[config.mk]
export PLATFORM = sky130hd
export DESIGN_NAME = energy_peak_tempo_estimator
export DESIGN_NICKNAME = d
export VERILOG_FILES = /design/src/hdl/ept_pkg.sv /design/src/hdl/ept_front.sv /design/src/hdl/ept_queue.sv /design/src/hdl/ept_back.sv /design/src/hdl/energy_peak_tempo_estimator.sv
export SDC_FILE = /design/constraint.sdc
export NUM_CORES = 2
export LEC_CHECK = 0
export ABC_AREA = 1
export BUFFER_PORTS_ARGS = -buffer_cell sky130_fd_sc_hd__buf_2
export CAP_MARGIN = 0
export CORE_ASPECT_RATIO = 1.25
export CORE_UTILIZATION = 55
export DETAILED_ROUTE_END_ITERATION = 16
export PLACE_DENSITY = 0.81
export SKIP_CTS_REPAIR_TIMING = 1
export SLEW_MARGIN = 10
export SYNTH_ARGS = -nofsm -noshare
export SYNTH_HDL_FRONTEND = slang
export SYNTH_SLANG_ARGS = --single-unit
[constraint.sdc]
create_clock -name i_clk -period 9.6 [get_ports i_clk]
set_clock_uncertainty 0.15 [all_clocks]
set_input_delay 0.48 -clock i_clk [delete_from_list [all_inputs] [get_ports i_clk]]
set_output_delay 0.48 -clock i_clk [all_outputs]
set_load 0.01 [all_outputs]
[src/hdl/ept_pkg.sv]
// shared types and constants of the energy peak tempo estimator
package ept_pkg;

    localparam int MAX_WINDOW  = 2048;
    localparam int INDEX_BITS  = 24;
    localparam int SAMPLE_BITS = 16;

    localparam int WIN_W      = $clog2(MAX_WINDOW + 1);
    localparam int SQ_W       = 2 * SAMPLE_BITS - 1;
    localparam int ENERGY_W   = SQ_W + $clog2(MAX_WINDOW) + 1;
    localparam int SR_W       = 18;
    localparam int TEMPO_W    = 16;
    localparam int PEAKS_W    = 24;
    localparam int PROD_W     = SR_W + INDEX_BITS;
    localparam int NUM_W      = PROD_W + 10;
    localparam int DEN_W      = WIN_W + INDEX_BITS;
    localparam int DSH_W      = DEN_W + TEMPO_W - 1;
    localparam int STEP_W     = $clog2(TEMPO_W);
    localparam int CFG_IDX_W  = 2;
    localparam int CFG_DATA_W = 18;
    localparam int QUEUE_DEPTH = 4;
    localparam int QPTR_W     = $clog2(QUEUE_DEPTH);

    localparam logic [CFG_IDX_W-1:0] CFG_SAMPLE_RATE   = 2'd0;
    localparam logic [CFG_IDX_W-1:0] CFG_WINDOW_LENGTH = 2'd1;
    localparam logic [CFG_IDX_W-1:0] CFG_STEREO_MODE   = 2'd2;

    localparam logic [SR_W-1:0]  RST_SAMPLE_RATE = 18'd44100;
    localparam logic [WIN_W-1:0] RST_WINDOW      = 12'd441;

    localparam logic [INDEX_BITS-1:0] INDEX_MAX = {INDEX_BITS{1'b1}};
    localparam logic [TEMPO_W-1:0]    TEMPO_MAX = {TEMPO_W{1'b1}};

    typedef struct packed {
        logic [SR_W-1:0]  sample_rate;
        logic [WIN_W-1:0] window_length;
        logic             stereo_mode;
    } t_cfg;

    typedef struct packed {
        logic [SQ_W-1:0] square;
        logic            track_end;
    } t_item;

    typedef struct packed {
        logic full;
        logic empty;
    } t_q_status;

    typedef enum logic [2:0] {
        S_RUN,
        S_MUL,
        S_SCALE,
        S_CHK,
        S_DIV
    } t_back_state;

endpackage

[src/hdl/ept_front.sv]
// front end: accepts samples, mixes to mono (or takes the left sample in mono mode), squares and tags the track end
module ept_front (
    input  logic           i_rst_n,
    input  ept_pkg::t_cfg  i_cfg,
    input  logic           i_s_axis_tvalid,
    output logic           o_s_axis_tready,
    input  logic [31:0]    i_s_axis_tdata,   // left_sample, right_sample
    input  logic [0:0]     i_s_axis_tuser,   // track_end
    input  ept_pkg::t_q_status i_q_status,
    output logic           o_push,
    output ept_pkg::t_item o_item
);
    import ept_pkg::*;

    logic signed [SAMPLE_BITS-1:0] w_left;
    logic signed [SAMPLE_BITS-1:0] w_right;
    logic signed [SAMPLE_BITS:0]   w_sum;
    logic signed [SAMPLE_BITS-1:0] w_mono;
    logic signed [2*SAMPLE_BITS-1:0] w_prod;

    assign w_left  = i_s_axis_tdata[SAMPLE_BITS-1:0];
    assign w_right = i_s_axis_tdata[2*SAMPLE_BITS-1:SAMPLE_BITS];
    assign w_sum   = {w_left[SAMPLE_BITS-1], w_left} + {w_right[SAMPLE_BITS-1], w_right};
    // floor halving of the stereo sum
    assign w_mono  = i_cfg.stereo_mode ? w_sum[SAMPLE_BITS:1] : w_left;
    assign w_prod  = w_mono * w_mono;

    assign o_s_axis_tready  = i_rst_n && !i_q_status.full;
    assign o_push           = i_s_axis_tvalid && o_s_axis_tready;
    assign o_item.square    = w_prod[SQ_W-1:0];
    assign o_item.track_end = i_s_axis_tuser[0];

endmodule

[src/hdl/ept_queue.sv]
// short queue between the front end and the back end
module ept_queue (
    input  logic               i_clk,
    input  logic               i_rst_n,
    input  logic               i_push,
    input  ept_pkg::t_item     i_item,
    input  logic               i_pop,
    output ept_pkg::t_item     o_item,
    output ept_pkg::t_q_status o_status
);
    import ept_pkg::*;

    t_item             r_mem [QUEUE_DEPTH];
    logic [QPTR_W:0]   r_wr_ptr;
    logic [QPTR_W:0]   r_rd_ptr;

    always_ff @(posedge i_clk) begin
        if (i_push) begin
            r_mem[r_wr_ptr[QPTR_W-1:0]] <= i_item;
        end
    end

    always_ff @(posedge i_clk) begin
        if (!i_rst_n) begin
            r_wr_ptr <= '0;
            r_rd_ptr <= '0;
        end else begin
            if (i_push) begin
                r_wr_ptr <= r_wr_ptr + 1'b1;
            end
            if (i_pop) begin
                r_rd_ptr <= r_rd_ptr + 1'b1;
            end
        end
    end

    assign o_item         = r_mem[r_rd_ptr[QPTR_W-1:0]];
    assign o_status.empty = (r_wr_ptr == r_rd_ptr);
    assign o_status.full  = (r_wr_ptr[QPTR_W-1:0] == r_rd_ptr[QPTR_W-1:0])
                            && (r_wr_ptr[QPTR_W] != r_rd_ptr[QPTR_W]);

endmodule

[src/hdl/ept_back.sv]
// back end: window energy, peak tracking, tempo division and result register
module ept_back (
    input  logic               i_clk,
    input  logic               i_rst_n,
    input  ept_pkg::t_cfg      i_cfg,
    input  ept_pkg::t_item     i_item,
    input  ept_pkg::t_q_status i_q_status,
    output logic               o_pop,
    output logic               o_m_axis_tvalid,
    input  logic               i_m_axis_tready,
    output logic [39:0]        o_m_axis_tdata,   // tempo_sixteenths, peaks_seen
    output logic [1:0]         o_m_axis_tuser    // beat_found, tempo_clipped
);
    import ept_pkg::*;

    t_back_state r_state;
    t_back_state n_state;

    logic [ENERGY_W-1:0]   r_energy;
    logic [WIN_W-1:0]      r_cnt;
    logic [ENERGY_W-1:0]   r_pend;
    logic                  r_pend_valid;
    logic [ENERGY_W-1:0]   r_prev;
    logic [ENERGY_W-1:0]   r_prev_prev;
    logic [INDEX_BITS-1:0] r_windows;
    logic [INDEX_BITS-1:0] r_first;
    logic [INDEX_BITS-1:0] r_last;
    logic [INDEX_BITS-1:0] r_peaks;

    logic [INDEX_BITS-1:0] r_pm1;
    logic [INDEX_BITS-1:0] r_diff;
    logic [INDEX_BITS-1:0] r_res_peaks;
    logic [PROD_W-1:0]     r_prod;
    logic [DEN_W-1:0]      r_den;
    logic [NUM_W-1:0]      r_rem;
    logic [DSH_W-1:0]      r_dsh;
    logic [TEMPO_W-1:0]    r_q;
    logic [STEP_W-1:0]     r_step;

    logic                  r_o_valid;
    logic [TEMPO_W-1:0]    r_o_tempo;
    logic [PEAKS_W-1:0]    r_o_peaks;
    logic                  r_o_found;
    logic                  r_o_clip;

    logic [WIN_W-1:0]      w_win;
    logic                  w_peak;
    logic [INDEX_BITS-1:0] n_peaks;
    logic [INDEX_BITS-1:0] n_first;
    logic [INDEX_BITS-1:0] n_last;
    logic [INDEX_BITS-1:0] n_windows;
    logic [ENERGY_W-1:0]   n_prev;
    logic [ENERGY_W-1:0]   n_prev_prev;
    logic [ENERGY_W-1:0]   w_energy_sum;
    logic [WIN_W-1:0]      w_cnt_inc;
    logic                  w_close;
    logic                  w_few_peaks;
    logic                  w_same_index;
    logic                  w_start_div;
    logic                  w_clip_big;
    logic                  w_sub_ok;
    logic                  w_div_done;
    logic                  w_out_take;

    // effective window length
    always_comb begin
        if (i_cfg.window_length == '0) begin
            w_win = WIN_W'(1);
        end else if (i_cfg.window_length > WIN_W'(MAX_WINDOW)) begin
            w_win = WIN_W'(MAX_WINDOW);
        end else begin
            w_win = i_cfg.window_length;
        end
    end

    // commit of the pending window
    always_comb begin
        w_peak = r_pend_valid && (r_windows >= INDEX_BITS'(2))
                 && (r_prev > r_prev_prev) && (r_prev > r_pend);
        n_peaks     = r_peaks;
        n_first     = r_first;
        n_last      = r_last;
        n_windows   = r_windows;
        n_prev      = r_prev;
        n_prev_prev = r_prev_prev;
        if (w_peak) begin
            if (r_peaks == '0) begin
                n_first = r_windows - 1'b1;
            end
            n_last = r_windows - 1'b1;
            if (r_peaks != INDEX_MAX) begin
                n_peaks = r_peaks + 1'b1;
            end
        end
        if (r_pend_valid) begin
            n_prev_prev = r_prev;
            n_prev      = r_pend;
            if (r_windows != INDEX_MAX) begin
                n_windows = r_windows + 1'b1;
            end
        end
    end

    assign w_energy_sum = r_energy + ENERGY_W'(i_item.square);
    assign w_cnt_inc    = r_cnt + 1'b1;
    assign w_close      = (w_cnt_inc >= w_win);
    assign w_few_peaks  = (n_peaks < INDEX_BITS'(2));
    assign w_same_index = (n_last <= n_first);
    assign w_clip_big   = (r_rem >= {r_den, {TEMPO_W{1'b0}}});
    assign w_sub_ok     = (r_rem >= NUM_W'(r_dsh));
    assign w_out_take   = r_o_valid && i_m_axis_tready;

    // next state
    always_comb begin
        n_state = r_state;
        unique case (r_state)
            S_RUN: begin
                if (w_start_div) begin
                    n_state = S_MUL;
                end
            end
            S_MUL:   n_state = S_SCALE;
            S_SCALE: n_state = S_CHK;
            S_CHK: begin
                n_state = w_clip_big ? S_RUN : S_DIV;
            end
            S_DIV: begin
                if (w_div_done) begin
                    n_state = S_RUN;
                end
            end
            default: n_state = S_RUN;
        endcase
    end

    // state outputs
    always_comb begin
        o_pop       = 1'b0;
        w_start_div = 1'b0;
        w_div_done  = 1'b0;
        unique case (r_state)
            S_RUN: begin
                o_pop       = !i_q_status.empty && !(i_item.track_end && r_o_valid);
                w_start_div = o_pop && i_item.track_end && !w_few_peaks && !w_same_index;
            end
            S_DIV: begin
                w_div_done = (r_step == '0);
            end
            default: begin
                o_pop = 1'b0;
            end
        endcase
    end

    always_ff @(posedge i_clk) begin
        if (!i_rst_n) begin
            r_state      <= S_RUN;
            r_energy     <= '0;
            r_cnt        <= '0;
            r_pend       <= '0;
            r_pend_valid <= 1'b0;
            r_prev       <= '0;
            r_prev_prev  <= '0;
            r_windows    <= '0;
            r_first      <= '0;
            r_last       <= '0;
            r_peaks      <= '0;
            r_o_valid    <= 1'b0;
        end else begin
            r_state <= n_state;
            if (w_out_take) begin
                r_o_valid <= 1'b0;
            end
            if (o_pop) begin
                if (i_item.track_end) begin
                    r_energy     <= '0;
                    r_cnt        <= '0;
                    r_pend       <= '0;
                    r_pend_valid <= 1'b0;
                    r_prev       <= '0;
                    r_prev_prev  <= '0;
                    r_windows    <= '0;
                    r_first      <= '0;
                    r_last       <= '0;
                    r_peaks      <= '0;
                    if (w_few_peaks || w_same_index) begin
                        r_o_valid <= 1'b1;
                    end
                end else begin
                    r_prev      <= n_prev;
                    r_prev_prev <= n_prev_prev;
                    r_windows   <= n_windows;
                    r_first     <= n_first;
                    r_last      <= n_last;
                    r_peaks     <= n_peaks;
                    if (w_close) begin
                        r_pend       <= w_energy_sum;
                        r_pend_valid <= 1'b1;
                        r_energy     <= '0;
                        r_cnt        <= '0;
                    end else begin
                        r_pend_valid <= 1'b0;
                        r_energy     <= w_energy_sum;
                        r_cnt        <= w_cnt_inc;
                    end
                end
            end
            if ((r_state == S_CHK && w_clip_big) || w_div_done) begin
                r_o_valid <= 1'b1;
            end
        end
    end

    // divider and result payload
    always_ff @(posedge i_clk) begin
        if (o_pop && i_item.track_end) begin
            r_pm1       <= n_peaks - 1'b1;
            r_diff      <= n_last - n_first;
            r_res_peaks <= n_peaks;
            r_o_peaks   <= PEAKS_W'(n_peaks);
            r_o_found   <= !w_few_peaks;
            r_o_clip    <= !w_few_peaks && w_same_index;
            r_o_tempo   <= w_few_peaks ? '0 : TEMPO_MAX;
        end
        unique case (r_state)
            S_MUL: begin
                r_prod <= PROD_W'(i_cfg.sample_rate) * PROD_W'(r_pm1);
                r_den  <= DEN_W'(w_win) * DEN_W'(r_diff);
            end
            S_SCALE: begin
                // times 960
                r_rem <= (NUM_W'(r_prod) << 10) - (NUM_W'(r_prod) << 6);
            end
            S_CHK: begin
                r_dsh  <= {r_den, {(TEMPO_W-1){1'b0}}};
                r_step <= STEP_W'(TEMPO_W - 1);
                r_q    <= '0;
                if (w_clip_big) begin
                    r_o_tempo <= TEMPO_MAX;
                    r_o_clip  <= 1'b1;
                    r_o_found <= 1'b1;
                    r_o_peaks <= PEAKS_W'(r_res_peaks);
                end
            end
            S_DIV: begin
                if (w_sub_ok) begin
                    r_rem <= r_rem - NUM_W'(r_dsh);
                end
                r_q    <= {r_q[TEMPO_W-2:0], w_sub_ok};
                r_dsh  <= r_dsh >> 1;
                r_step <= r_step - 1'b1;
                if (w_div_done) begin
                    r_o_tempo <= {r_q[TEMPO_W-2:0], w_sub_ok};
                    r_o_clip  <= 1'b0;
                    r_o_found <= 1'b1;
                    r_o_peaks <= PEAKS_W'(r_res_peaks);
                end
            end
            default: begin
                r_step <= r_step;
            end
        endcase
    end

    assign o_m_axis_tvalid = r_o_valid;
    assign o_m_axis_tdata  = {r_o_peaks, r_o_tempo};
    assign o_m_axis_tuser  = {r_o_clip, r_o_found};

endmodule

[src/hdl/energy_peak_tempo_estimator.sv]
// top level of the energy peak tempo estimator
// Takes one stereo sample per clock (a four-entry queue decouples the sample front end from
// the energy and peak back end) and gives one tempo result on the sample that carries
// track_end. The back end adds one squared sample to the window energy per cycle in S_RUN
// while the queue is not empty; at a track end with two or more peaks at distinct indexes
// it works out the tempo (multiply, scale, a range check that saturates too large a tempo,
// else one-bit-per-step restoring division) while the next track fills the queue until it
// stalls input. A track end with fewer than two peaks, or equal peak indexes, is reported
// at once. The result waits in an output register; the back end keeps consuming samples,
// stalling only at the next track end until it is taken. There is no reset sweep.
module energy_peak_tempo_estimator (
    input  logic        i_clk,
    input  logic        i_rst_n,
    input  logic        i_s_axis_tvalid,
    output logic        o_s_axis_tready,
    input  logic [31:0] i_s_axis_tdata,   // left_sample, right_sample
    input  logic [0:0]  i_s_axis_tuser,   // track_end
    output logic        o_m_axis_tvalid,
    input  logic        i_m_axis_tready,
    output logic [39:0] o_m_axis_tdata,   // tempo_sixteenths, peaks_seen
    output logic [1:0]  o_m_axis_tuser,   // beat_found, tempo_clipped
    input  logic        i_cfg_wr_en,
    input  logic [ept_pkg::CFG_IDX_W-1:0]  i_cfg_addr,
    input  logic [ept_pkg::CFG_DATA_W-1:0] i_cfg_data
);
    import ept_pkg::*;

    t_cfg      r_cfg;
    t_item     w_push_item;
    t_item     w_head_item;
    t_q_status w_q_status;
    logic      w_push;
    logic      w_pop;

    always_ff @(posedge i_clk) begin
        if (!i_rst_n) begin
            r_cfg.sample_rate   <= RST_SAMPLE_RATE;
            r_cfg.window_length <= RST_WINDOW;
            r_cfg.stereo_mode   <= 1'b1;
        end else if (i_cfg_wr_en) begin
            unique case (i_cfg_addr)
                CFG_SAMPLE_RATE:   r_cfg.sample_rate   <= i_cfg_data[SR_W-1:0];
                CFG_WINDOW_LENGTH: r_cfg.window_length <= i_cfg_data[WIN_W-1:0];
                CFG_STEREO_MODE:   r_cfg.stereo_mode   <= i_cfg_data[0];
                default:           r_cfg               <= r_cfg;
            endcase
        end
    end

    ept_front u_front (
        .i_rst_n         (i_rst_n),
        .i_cfg           (r_cfg),
        .i_s_axis_tvalid (i_s_axis_tvalid),
        .o_s_axis_tready (o_s_axis_tready),
        .i_s_axis_tdata  (i_s_axis_tdata),
        .i_s_axis_tuser  (i_s_axis_tuser),
        .i_q_status      (w_q_status),
        .o_push          (w_push),
        .o_item          (w_push_item)
    );

    ept_queue u_queue (
        .i_clk    (i_clk),
        .i_rst_n  (i_rst_n),
        .i_push   (w_push),
        .i_item   (w_push_item),
        .i_pop    (w_pop),
        .o_item   (w_head_item),
        .o_status (w_q_status)
    );

    ept_back u_back (
        .i_clk           (i_clk),
        .i_rst_n         (i_rst_n),
        .i_cfg           (r_cfg),
        .i_item          (w_head_item),
        .i_q_status      (w_q_status),
        .o_pop           (w_pop),
        .o_m_axis_tvalid (o_m_axis_tvalid),
        .i_m_axis_tready (i_m_axis_tready),
        .o_m_axis_tdata  (o_m_axis_tdata),
        .o_m_axis_tuser  (o_m_axis_tuser)
    );

endmodule

# Word-level counts from Yosys, hierarchy flattened
# Memory sizes are Yosys's and may differ from the RTL's. A register that Yosys moved wholly into a read port is not among the register bits.
# Index checks and enable logic that the tools add are counted.
totals:
  reg_bits: 636
  mem_bits_rw: 128
  inputBits: 58
  output_inout_bits: 44
  wordCells: 174
  memories: 1
classes:
  addsub: 13
  multipliers: 3
  n_lt_le_gt_ge: 9
  n_eq_ne: 14
  muxes: 64
  n_reduce_logical: 40
memory_table:
  columns: ["name", "depth", "width", "rd", "rd_clocked_by_memory_dff", "wr", "line", "rtl"]
  rows:
  - ["u_queue.r_mem", 4, 32, 1, 1, 1, "ept_queue.sv:13", "t_item r_mem [QUEUE_DEPTH];"]
ops:
  columns: ["operator", "count"]
  rows:
  - ["$mux 43", 8]
  - ["$mux 24", 14]
  - ["$pmux 52 s2", 1]
  - ["$pmux 51 s2", 1]
  - ["$gt 43x43->1", 2]
  - ["$mux 16", 5]
  - ["$ge 52x51->1", 1]
  - ["$ge 52x52->1", 1]
  - ["$mux 52", 1]
  - ["$sub 52x48->52", 1]
  - ["$sub 52x51->52", 1]
  - ["$add 24x1->24 const B", 2]
  - ["$mux 12", 4]
  - ["$ne 24x24->1 const B", 2]
  - ["$pmux 24 s2", 1]
  - ["$sub 24x1->24 const B", 2]
  - ["$add 43x31->43", 1]
  - ["$mul 18x24->42", 1]
  - ["$mul 12x24->36", 1]
  - ["$pmux 16 s2", 1]
  - ["$mul 16x16->31", 1]
  - ["$pmux 15 s2", 1]
  - ["$ge 24x2->1 const B", 1]
  - ["$le 24x24->1", 1]
  - ["34 further kinds", 88]

# Logic depth before layout (Yosys ltp)
depth:
  word_depth: 12
  mapped_depth: 42
  depth_no_buf: 41

# Cells and area by module
# From an unflattened synthesis, not the netlist that was laid out.
hier_totals:
  cells_unflattened: 9945
  area_unflattened_um2: 77714.5
by_module_without_submodules:
  columns: ["mod", "n_inst", "cells_per_inst", "area_per_inst_um2", "seq_area_each_um2"]
  rows:
  - ["ept_back", 1, 7914, 60304.1, 14714.1]
  - ["ept_front", 1, 1326, 10385.0, 0.0]
  - ["ept_queue", 1, 527, 5719.2, 4003.8]
  - ["energy_peak_tempo_estimator", 1, 178, 1306.3, 620.6]

# Least setup slack after synthesis
# OpenSTA, ideal clock, no wires.
synth_path:
  path_kind: "input-to-reg"
  from: "input port i_s_axis_tdata[5]"
  to: "memory u_queue.r_mem[0][30] (netlist name), data pin"
  setup_time_ps: 273
  arrival_time_ps: 7666
  t_required_ps: 9177
  setup_slack_ps: 1511
  cell_stages: 33
  n_path_buf: 1
  cell_sequence: "ha_1 -> inv_1 -> nor3_1 -> nand3_1 -> o2111ai_1 -> nand3_1 -> nand2_1 -> nand2_1 -> a221o_1 -> o21ai_1 -> clkbuf_1 -> nor2_1 -> fa_1 -> inv_1 -> fa_1 -> inv_1 -> fa_1 -> fa_1 -> fa_1 -> inv_1 -> fa_1 -> inv_1 -> ha_1 -> nand4_1 -> nor3_1 -> nand4_1 -> nand3_1 -> nand3_1 -> nand2_1 -> a31oi_1 -> o21ai_0 -> a21oi_1 -> xor2_1"
synth_lines:
  columns: ["element", "line", "rtl"]
  rows:
  - ["from (decl)", "energy_peak_tempo_estimator.sv:16", "input logic [31:0] i_s_axis_tdata,"]
  - ["to (decl)", "ept_queue.sv:13", null]

==> flow_summary.ini <==
[clock_network]
cts_buffer_depth = 3
insertion_delay_ps = 680
clockRootBuffer = clkbuf_16
h-tree-depth = 3
cts_tree = built
clk_pin_slew_ps = 60
cts_sinks = 762
cts_buffers = 85

[sta]
layout_min_cycle_time_ps = 8520
fmax_mhz = 117
maxSlewViolCount = 0
setup_violations = 0
rsz0062_at_grt = no
setup-tns-final_ps = 0
finalHoldViolations = 0
slew_headroom = 0.129
tightest_slew_ps = 1290
hold_ws_ps = 10.9
period_share = 0.888

[logic_synthesis]
synth_nets = 10900
syn_avg_cell_area_sq_um = 7.95
ys.flop_type = edfxtp_1
yosys_register_bits = 762
async_flop_share = 0
ys_seq_area_frac = 0.256
synth.distinct_cells = 71
synth_edf_count = 396
syn_area_sq_um = 74900
postSynthCellCount = 9420
yosys_warnings = 0

[layout]
drive_gt1_frac = 0.0493
nets = 10800
area_growth_pct = 6.92
instances_no_fill = 11200

[placed_design]
dp_cells = 11000
gp_congestion = 0.983
hpwlAfterDp_mm = 160
port_buffers = 101

[global_route]
grt_pass1_wl_mm = 332
grt_usage = 0.301
grt_max_degree = 115
grt_antenna_before_repair = 5
gr-total-overflow = 0
first_global_vias = 64300

[detailed_routing]
firstDrtPassIters = 6
drtIter0Drc = 4925
route.detailed.drc = 0
routed_wl_mm = 206
ant_nets = 0
num_vias = 62900
viasPerCell = 5.62
wl_per_cell_um = 18.4

[floorplan]
core_area_sq_um = 135000
die_h_um = 415
num_rows = 151
dieArea_sq_um = 138000
ios = 102
die_w_um = 332
initial_utilization = 0.554

[flow_run]
cap_viol_max_count = 0

[critical_path]
crit_start = i_s_axis_tdata[5]
path_max_fanout = 9
slowest_delay_ps = 740
crit_arrival_ps = 8840
critPathRequiredTime_ps = 9920
crit_family = adder cells
timing.rr.start = r_cfg[0]$_SDFFE_PN1P_
crit_type = input pin to flip-flop
cp.buffers_inverters = 7
critPathCaptureType = flip-flop
cp-start-kind = input pin
crit_top_cell = fa_1
crit_slowest_cell = fa_1

[min_path]
hp-start = i_cfg_data[1]
hp-class = input pin to flip-flop

[status]
status = complete, no violations
## registers in the layout (all words and copies together) (netlist names), 31 cells and up, named ones only
| name | cells |
|---|---|
| u_back.r_energy | 43 |
| u_back.r_pend | 43 |
| u_back.r_prev_prev | 43 |
| u_queue.r_mem | 124 |
| u_back.r_rem | 52 |
| u_back.r_prev | 43 |
| r_cfg | 31 |
| u_back.r_den | 36 |
| u_back.r_dsh | 51 |
| u_back.r_prod | 42 |
## stage by stage
step	cell area, sq um	util	setup slack (ps)
CTS	79900	0.591	1230
detailed placement	77000	0.569	536
global placement	77000	0.569	808
global route	80100	0.592	550
finish	80100	0.592	1080
floorplan	74900	-	1510
## area by class of cell
class,instances,area [sq um]
flip-flops and latches,762,19200
diodes,5,12.5
clock inverters,44,554
multi-input cells,6422,47300
inverters,1896,7130
well taps,1759,2200
fillers,11700,55200
clock buffers,116,2410
repair buffers,204,1320
## placed cells by master (no fill, tap or decap), types with 10 or more instances in the layout
cell,n
nand2_1,2091
inv_1,1859
fa_1,807
a21oi_1,735
nor2_1,654
ha_1,576
o21ai_0,444
edfxtp_1,396
dfxtp_1,365
nand3_1,292
xor2_1,180
buf_2,101
clkbuf_16,88
buf_4,86
xnor2_1,69
nor3_1,66
nand4_1,66
a31oi_1,57
nor4_1,33
o22ai_1,33
a21o_1,28
o21a_1,26
o211ai_1,26
o21ai_1,26
inv_2,25
or2_2,24
nand2_2,23
clkbuf_1,17
dlygate4sd3_1,17
clkinv_1,16
o21bai_1,16
nor2_2,16
nor2_4,15
a21boi_0,11
clkinv_2,11
mux2i_1,10
a211oi_1,10
clkbuf_8,10
## cell usage after synthesis, types with 11 or more instances
library cell	n	area share
xor2_1	180	0.021
o21ai_1	27	0.0018
nor4_1	33	0.0028
nor2_1	662	0.033
dfxtp_1	366	0.098
o21a_1	26	0.0026
a31oi_1	57	0.0048
buf_2	23	0.0015
nor2_4	11	0.0017
xnor2_1	69	0.0081
nor3_1	67	0.0045
inv_1	1859	0.093
or2_2	24	0.0020
fa_1	807	0.22
nand3_1	292	0.020
a21o_1	28	0.0028
buf_1	26	0.0013
nand2_2	21	0.0018
o21bai_1	16	0.0016
nand2_1	2094	0.10
a21boi_0	11	0.0011
ha_1	576	0.096
o22ai_1	33	0.0028
a21oi_1	735	0.049
nor2_2	12	0.0010
o21ai_0	444	0.030
clkinv_1	11	0.00055
o211ai_1	26	0.0026
clkbuf_1	278	0.014
edfxtp_1	396	0.16
nand4_1	66	0.0055
inv_2	25	0.0013
## cell families after synthesis
kind of cell               after synthesis  synth area share
DFF                                    762             0.256
xor gates and xnor gates               250            0.0295
muxes                                   10           0.00134
and+or+nand+nor                       3319             0.182
AOI/OAI and AO/OA                     1460             0.106
buffers and inverters                 2236             0.114
adders and majority gates             1383             0.312
## worst paths after layout
path | slack (ps) | cells after the start | end
worst max-delay path | 1080 | 34 | u_queue.r_mem[2][30]$_DFFE_PP_
worst min-delay path | 10 | 3 | r_cfg[14]$_SDFFE_PN0P_
worst max register to register | 1240 | 28 | u_queue.r_mem[2][30]$_DFFE_PP_
worst min register to register | 290 | 2 | u_back.r_o_peaks[5]$_DFF_P_
## per-layer routing
layer,global-route usage,wire length [um]
met2,0.544,106000
met4,0.148,11500
met5,0,7
met3,0.0429,12800
met1,0.346,76500
## worst register-to-register path, delay by kind of cell (launching register included)
kind	cells	cell delay, ps
DFF	1	300
AOI/OAI and AO/OA	6	920
buffers and inverters	7	1550
and+or+nand+nor	7	1050
xor gates and xnor gates	1	310
adders and majority gates	7	3900
Power is left out: the tool's default activity adds up to more than one toggle a clock period on the data nets, which glitch-free logic cannot reach.
